### src/hw/rtl/erws_ram.sv
module erws_ram #(
   parameter int WIDTH = 32,
   parameter int DEPTH = 16
) (
   input  logic                     clock,
   input  logic                     wr_en,
   input  logic [$clog2(DEPTH)-1:0] wr_addr,
   input  logic [WIDTH-1:0]         wr_data,
   input  logic [$clog2(DEPTH)-1:0] rd_addr,
   output logic [WIDTH-1:0]         rd_data
);

   logic [WIDTH-1:0] mem [DEPTH];
   logic [WIDTH-1:0] rd_data_ff;

   // One write port and one read port with the read data registered.
   always_ff @(posedge clock) begin
      if (wr_en) begin
         mem[wr_addr] <= wr_data;
      end
      rd_data_ff <= mem[rd_addr];
   end

   assign rd_data = rd_data_ff;

endmodule
### config.mk
export PLATFORM = sky130hd
export DESIGN_NAME = erws_ram
export DESIGN_NICKNAME = d
export VERILOG_FILES = /design/src/hw/rtl/erws_ram.sv
export SDC_FILE = /design/constraint.sdc
export NUM_CORES = 1
export LEC_CHECK = 0
export ABC_AREA = 0
export BUFFER_PORTS_ARGS = -buffer_cell sky130_fd_sc_hd__buf_4
export CORE_MARGIN = 1.5
export CORE_UTILIZATION = 30
export CTS_BUF_LIST = sky130_fd_sc_hd__clkbuf_4
export CTS_CLUSTER_DIAMETER = 150
export DETAILED_ROUTE_END_ITERATION = 6
export GPL_TIMING_DRIVEN = 0
export PLACE_DENSITY = 0.47
export SLEW_MARGIN = 20
export SYNTH_ARGS = -nofsm -noshare
export SYNTH_HDL_FRONTEND = slang
export SYNTH_SLANG_ARGS = --single-unit
### constraint.sdc
create_clock -name clock -period 5.71 [get_ports clock]
set_clock_uncertainty 0.2 [all_clocks]
set_input_delay 0.571 -clock clock [delete_from_list [all_inputs] [get_ports clock]]
set_output_delay 0.571 -clock clock [all_outputs]
set_load 0.03 [all_outputs]
# == After elaboration in Yosys (flattened, before gate mapping) ==
# Memories as Yosys holds them, arrays and structs flattened. A register that Yosys moved wholly into a read port is not among the register bits.
# Cells that the tools add are included.
# W data, S select, Z words.
# op_classes
mux,2
# ops
op,n
$mux W1,2
# totals
output_inout_bits,32
ramBits,512
ff_bits,0
inputBits,42
mem_count,1
# memory_table
memory,depth,word_bits,read_ports,rd_clocked_by_memory_dff,wr,line_no,rtl
mem,16,32,1,1,1,13,logic [WIDTH-1:0] mem [DEPTH];

# == Depth between registers and ports, before layout ==
# Gate-level depths: netlist of the first run.
# logic_depth
word_depth,2
ltp_mapped,5

# == Worst setup path before layout of the first run ==
# Ideal clock, no wire load.
# synth_path
path_type,input -> register
from,input port wr_addr[2]
to,memory mem[0][0] (enable)
path_stages,2
t_arrival_ps,3289
setup_slack_ps,1759
n_path_buf,0
setup_time_ps,461
path_cell_list,or3b_2 nor3_1
# synth_rtl
element,line_no,rtl
from (decl),7,"input logic [$clog2(DEPTH)-1:0] wr_addr,"
to (decl),13,
# No word-level cell before the write port.

# == Worst setup path in the final report of the first run ==
# layout_path
from,input port wr_addr[2]
to,memory mem[8][9] (enable)
# No word-level cell before the write port.

==> results.yml, run 1 <==
setup_path:
  ff2ff_setup_slack_ps: 4060
  worstSetupStartpointType: "input port"
  crit_path_end_kind: "register"
  r2r_start: "mem[11][19]"
  crit_required_ps: 6130
  rr_endpoint: "rd_data[19]"
  ff2ff_path_depth: 3
  criticalPathCategory: "input port to register"
  worst-path-max-fanout: 7
  critPathLaunch: "wr_addr[2]"
  crit_end: "mem[8][9]"
  arrival_ps: 3080
logic_synthesis:
  synth_nets: 880
  synth_cell_type_count: 18
  postSynthAreaPerCell_um2: 23.7
  yosysWarnings: 0
  synth_seq_cells: 544
  synth_cells: 838
  syn_area_um2: 19900
  ys_seq_area_frac: 0.807
timing:
  finalMaxSlewViolations: 0
  fmax_mhz: 375
  setup_viol: 0
  worst_pin_slew_ps: 972
  period_minus_slack_ps: 2670
  finalCritPeriodShare: 0.467
  hold_viol_final: 0
  maxSlewHeadroom: 0.352
  rsz0062_at_grt: "false"
route:
  ant_nets: 0
  post_drt_wl_per_cell_um: 23.0
  drtIter0Drc: 768
  viasPerCell: 4.66
  wirelength_mm: 48.8
  dr.pass1.iters: 7
  via_count: 9899
  drc: 0
outcome:
  status: "finished, final reports clean"
floorplanning:
  fp.dieW_um: 260
  core_area_um2: 65600
  start_util: 0.303
  die_area_um2: 67700
  io_pins: 74
  rows: 94
  die_h_um: 260
cells_and_area:
  fin_area_um2: 24800
  final_nets: 1186
  mostFrequentLayoutCells: "edfxtp_1, clkbuf_4, mux4_2"
  layout-drive-gt1-share: 0.413
  syn2layout_area_growth_pct: 24.8
  final_common_cell: "edfxtp_1"
power:
  p_per_area_nw_per_um2: 348
  total_power_w: 0.00861
  max-vdd-ir-drop_mv: 0.153
  leakagePower_nw: 8.20
clock_tree:
  cts_buffers: 149
  cts_buffer_depth: 3
  path_clk_slew_ps: 70
  root_buffer: "clkbuf_4"
  holdBufCountCts: 40
  post-cts-setup-buffers: 0
  htree_levels: 4
  cts.sinks: 544
  clock_latency_ps: 970
  ctsResizeCount: 0
  cts_tree: "yes"
global_route:
  antenna_found_initial: 3
  grt_pass1_vias: 10700
  grt_max_degree: 17
  grt_overflow_total: 0
  grt_usage: 0.150
  grt_first_pass_wirelength_mm: 71.2
min_path:
  hold_class: "input port to register"
  hold_depth: 4
placed_design:
  placed_area_um2: 22400
  portBuffers: 71
  place_congestion: 0.673
  hpwl_mm: 30.5
flow_run:
  maxCapViolCount: 0
how the worst min path moves through the flow:
stage / from / endpoint / slack, ps
after floorplan: mem[14][0] / rd_data[0] / 430
after global placement: mem[15][8] / rd_data[8] / 480
after detailed placement: mem[15][8] / rd_data[8] / 480
after CTS: rd_addr[0] / rd_data[6] / 6
after global routing: rd_addr[0] / rd_data[6] / 90
final: rd_addr[0] / rd_data[6] / 110
state kept, by name (all words and copies together) (netlist names):
signal and flops:
mem 512, rd_data 32
per-layer routing:
| metal | global-route usage | routed length (um) | up-vias | share of wire |
|---|---|---|---|---|
| met5 | 0 | 13 | - | 0.00027 |
| met1 | 0.211 | 22800 | 5216 | 0.47 |
| li1 | - | - | 4317 | - |
| met4 | 0.0530 | 752 | 2 | 0.015 |
| met3 | 0.0406 | 2900 | 56 | 0.059 |
| met2 | 0.222 | 22300 | 308 | 0.46 |
synthesized netlist by cell type (all sizes together):
master,count,share of area
or3b,1,0.00044
mux4,128,0.15
a22oi,64,0.024
clkbuf,17,0.0032
nand3b,2,0.00076
nor2,13,0.0025
and2,1,0.00032
buf,26,0.0080
nor2b,2,0.00063
dfxtp,32,0.032
nand2b,2,0.00063
edfxtp,512,0.77
nor3,4,0.0010
nand2,33,0.0062
nand3,1,0.00025
worst max-delay path, stage by stage:
cell and delay, ps:
dlygate4sd3_1 540, buf_4 150, nand3b_1 400, nor3_2 220, dlygate4sd3_1 740, buf_4 250
buf_4 220
power breakdown:
| part | internal, W | total, W | switching [W] |
|---|---|---|---|
| clock network | 0.00200 | 0.00360 | 0.00160 |
| logic | 0.000218 | 0.000525 | 0.000306 |
| registers | 0.00446 | 0.00448 | 0.0000221 |
| total | 0.00668 | 0.00861 | 0.00193 |
cell families (layout without fill, tap and decap cells):
group,after synthesis,count (layout),share of synthesized area
AOI/OAI and AO/OA,64,64,0.0242
and+or+nand+nor,59,59,0.0127
DFF,544,544,0.807
buffers and inverters,43,462,0.0112
muxes,128,128,0.145
other,0,3,0
layout make-up:
class                   count  area, um2
diodes                      3       7.51
plain buffers              43        223
clock buffers             228       1710
clock inverters            36        268
fillers                  6103      40900
multi-input cells         251       3730
flip-flops and latches    544      16000
well taps                 864       1080
repair buffers            155       1740
stage by stage:
| stage | util | hold slack, ps | worst slack [ps] | std cells | setup TNS, ps |
|---|---|---|---|---|---|
| 2_1_floorplan | - | 435 | 1760 | 838 | 0 |
| 3_3_place_gp | 0.327 | 483 | -1290 | 1773 | -148840 |
| 3_5_place_dp | 0.341 | 479 | 2770 | 1817 | 0 |
| 4_1_cts | 0.377 | 6.23 | 3160 | 2121 | 0 |
| 5_1_grt | 0.377 | 91.2 | 3010 | 2124 | 0 |
| 6_report | 0.377 | 112 | 3040 | 2124 | 0 |
(Power assumes the default switching activity.)
==> inputs of run 2 (changes only) <==
==> constraint.sdc (replaced) <==
create_clock -name clock -period 2.53 [get_ports clock]
set_clock_uncertainty 0.2 [all_clocks]
set_input_delay 0.253 -clock clock [delete_from_list [all_inputs] [get_ports clock]]
set_output_delay 0.253 -clock clock [all_outputs]
set_load 0.03 [all_outputs]
==> run 2 against run 1 <==
  * Cell area increased by 1.3%
  * Combinational power increased by 130%
  * Hold slack improved by 38 ps
  * Wire length decreased by 1.5%
  * Via count increased by 0.44%
  * Utilization increased by 0.48 points
  * Total power increased by 130%
  * Sequential cell count unchanged
  * Sequential power increased by 130%
  * Sequential share of layout area decreased by 0.82 points
  * Global-route usage decreased by 0.23 points
==> results.yml, run 2 (synthesis gave the netlist of run 1 again) <==
outcome:
  status: "finished, final reports clean"
floorplanning:
  core_area_um2: 65600
  die_h_um: 260
  die_area_um2: 67700
  io_pins: 74
  rows: 94
  fp.dieW_um: 260
  start_util: 0.303
placed_design:
  dp_worst_setup_slack_ps: -7.22
  placed_area_um2: 22300
  place_inst: 1805
  portBuffers: 71
  hpwl_mm: 29.3
  place_congestion: 0.678
power:
  internal_power_w: 0.0152
  seqPwrFrac: 0.520
  netSwitchingFraction: 0.221
  p_sw_w: 0.00431
  power_frac_comb: 0.063
  leakagePower_nw: 8.29
  clkPwrFrac: 0.417
  max-vdd-ir-drop_mv: 0.360
  p_per_area_nw_per_um2: 776
cells_and_area:
  final_nets: 1215
  final_util: 0.382
  mostFrequentLayoutCells: "edfxtp_1, clkbuf_4, mux4_2"
  syn2layout_area_growth_pct: 26.4
  final_cells: 2158
  layout-drive-gt1-share: 0.399
  final_common_cell: "edfxtp_1"
  top_register: "mem"
  fin_area_um2: 25100
  nFillCells: 6041
  largest_reg_flops: 512
clock_tree:
  ctsResizeCount: 0
  htree_levels: 4
  cts.sinks: 544
  cts_buffers: 150
  cts_tree: "yes"
  clock_latency_ps: 940
  root_buffer: "clkbuf_4"
  cts_buffer_depth: 3
  path_clk_slew_ps: 60
setup_path:
  worstSetupStartpointType: "input port"
  crit_path_end_kind: "register"
  worst-path-max-fanout: 9
  arrival_ps: 2820
  crit_required_ps: 2940
  criticalPathCategory: "input port to register"
route:
  wirelength_mm: 48.1
  via_count: 9943
  ant_nets: 0
  viasPerCell: 4.61
  drtIter0Drc: 638
  drc: 0
  post_drt_wl_per_cell_um: 22.3
  dr.pass1.iters: 5
timing:
  period_minus_slack_ps: 2410
  setup_viol: 0
  rsz0062_at_grt: "false"
  finalCritPeriodShare: 0.952
  finalMaxSlewViolations: 0
  maxSlewHeadroom: 0.377
  fin_ws_ps: 122
  holdWs_ps: 150
  worst_pin_slew_ps: 934
  fmax_mhz: 415
  hold_viol_final: 0
flow_run:
  maxCapViolCount: 0
global_route:
  grt_pass1_vias: 10700
  grt_max_degree: 19
  antenna_found_initial: 4
  grt_overflow_total: 0
  grt_usage: 0.147
  grt_first_pass_wirelength_mm: 70.0
min_path:
  hold_class: "input port to register"
run 2: cell count changes in the layout (fill, tap and decap cells not counted), moves of 5 or more:
cell,change
buf_8,+9
buf_12,+8
buf_4,-18
clkbuf_4,+12
buf_16,-10
dlygate4sd3_1,+40
clkinv_1,-5
run 2: final timing paths:
check	startpoint	to	slack [ps]	cells past startpoint
max	wr_addr[2]	mem[12][23]	120	7
min	wr_addr[1]	mem[8][19]	150	3
max reg2reg	mem[3][31]	rd_data[31]	370	4
min reg2reg	mem[14][2]	rd_data[2]	470	3
run 2: cell type report:
class | instances | area, um2 | area share
well taps | 864 | 1080 | 0.0431
diodes | 7 | 17.5 | 0.000698
multi-input cells | 251 | 3750 | 0.150
flip-flops and latches | 544 | 16000 | 0.638
clock inverters | 26 | 186 | 0.00743
repair buffers | 183 | 2010 | 0.0802
clock buffers | 240 | 1800 | 0.0718
plain buffers | 43 | 223 | 0.00888
run 2: timing repair:
item                                   CTS  global route
endpoints found under the hold margin  863             0
buffers inserted                         0             0
hold buffers                            80             0
run 2: metal layers:
layer  wire length (um)  GRT usage  up-vias
li1                   -          -     4377
met4               1000     0.0647        4
met5                 27          0        -
met1              21400      0.197     5203
met2              22900      0.226      273
met3               2720     0.0402       86
run 2: power groups by stage:
stage	sequential [W]	combinational (W)	clock [W]
after CTS	0.0101	0.00126	0.00843
after global routing	0.0101	0.00132	0.00890
final	0.0101	0.00123	0.00812
after global placement	0.0103	0.00109	0
after detailed placement	0.0103	0.00116	0
after floorplan	0.0104	0.000485	0
run 2: worst max-delay path, stage by stage:
cell and delay, ps:
buf_4 90, dlygate4sd3_1 570, nand3_1 100, dlygate4sd3_1 720
nor3_4 600, buf_6 280, buf_8 180
run 2: stage by stage:
stage,power [W],TNS (ps)
CTS,0.0198,0
floorplan,0.0109,-24100
global route,0.0204,0
detailed placement,0.0115,-52.2
finish,0.0195,0
global placement,0.0114,-923900
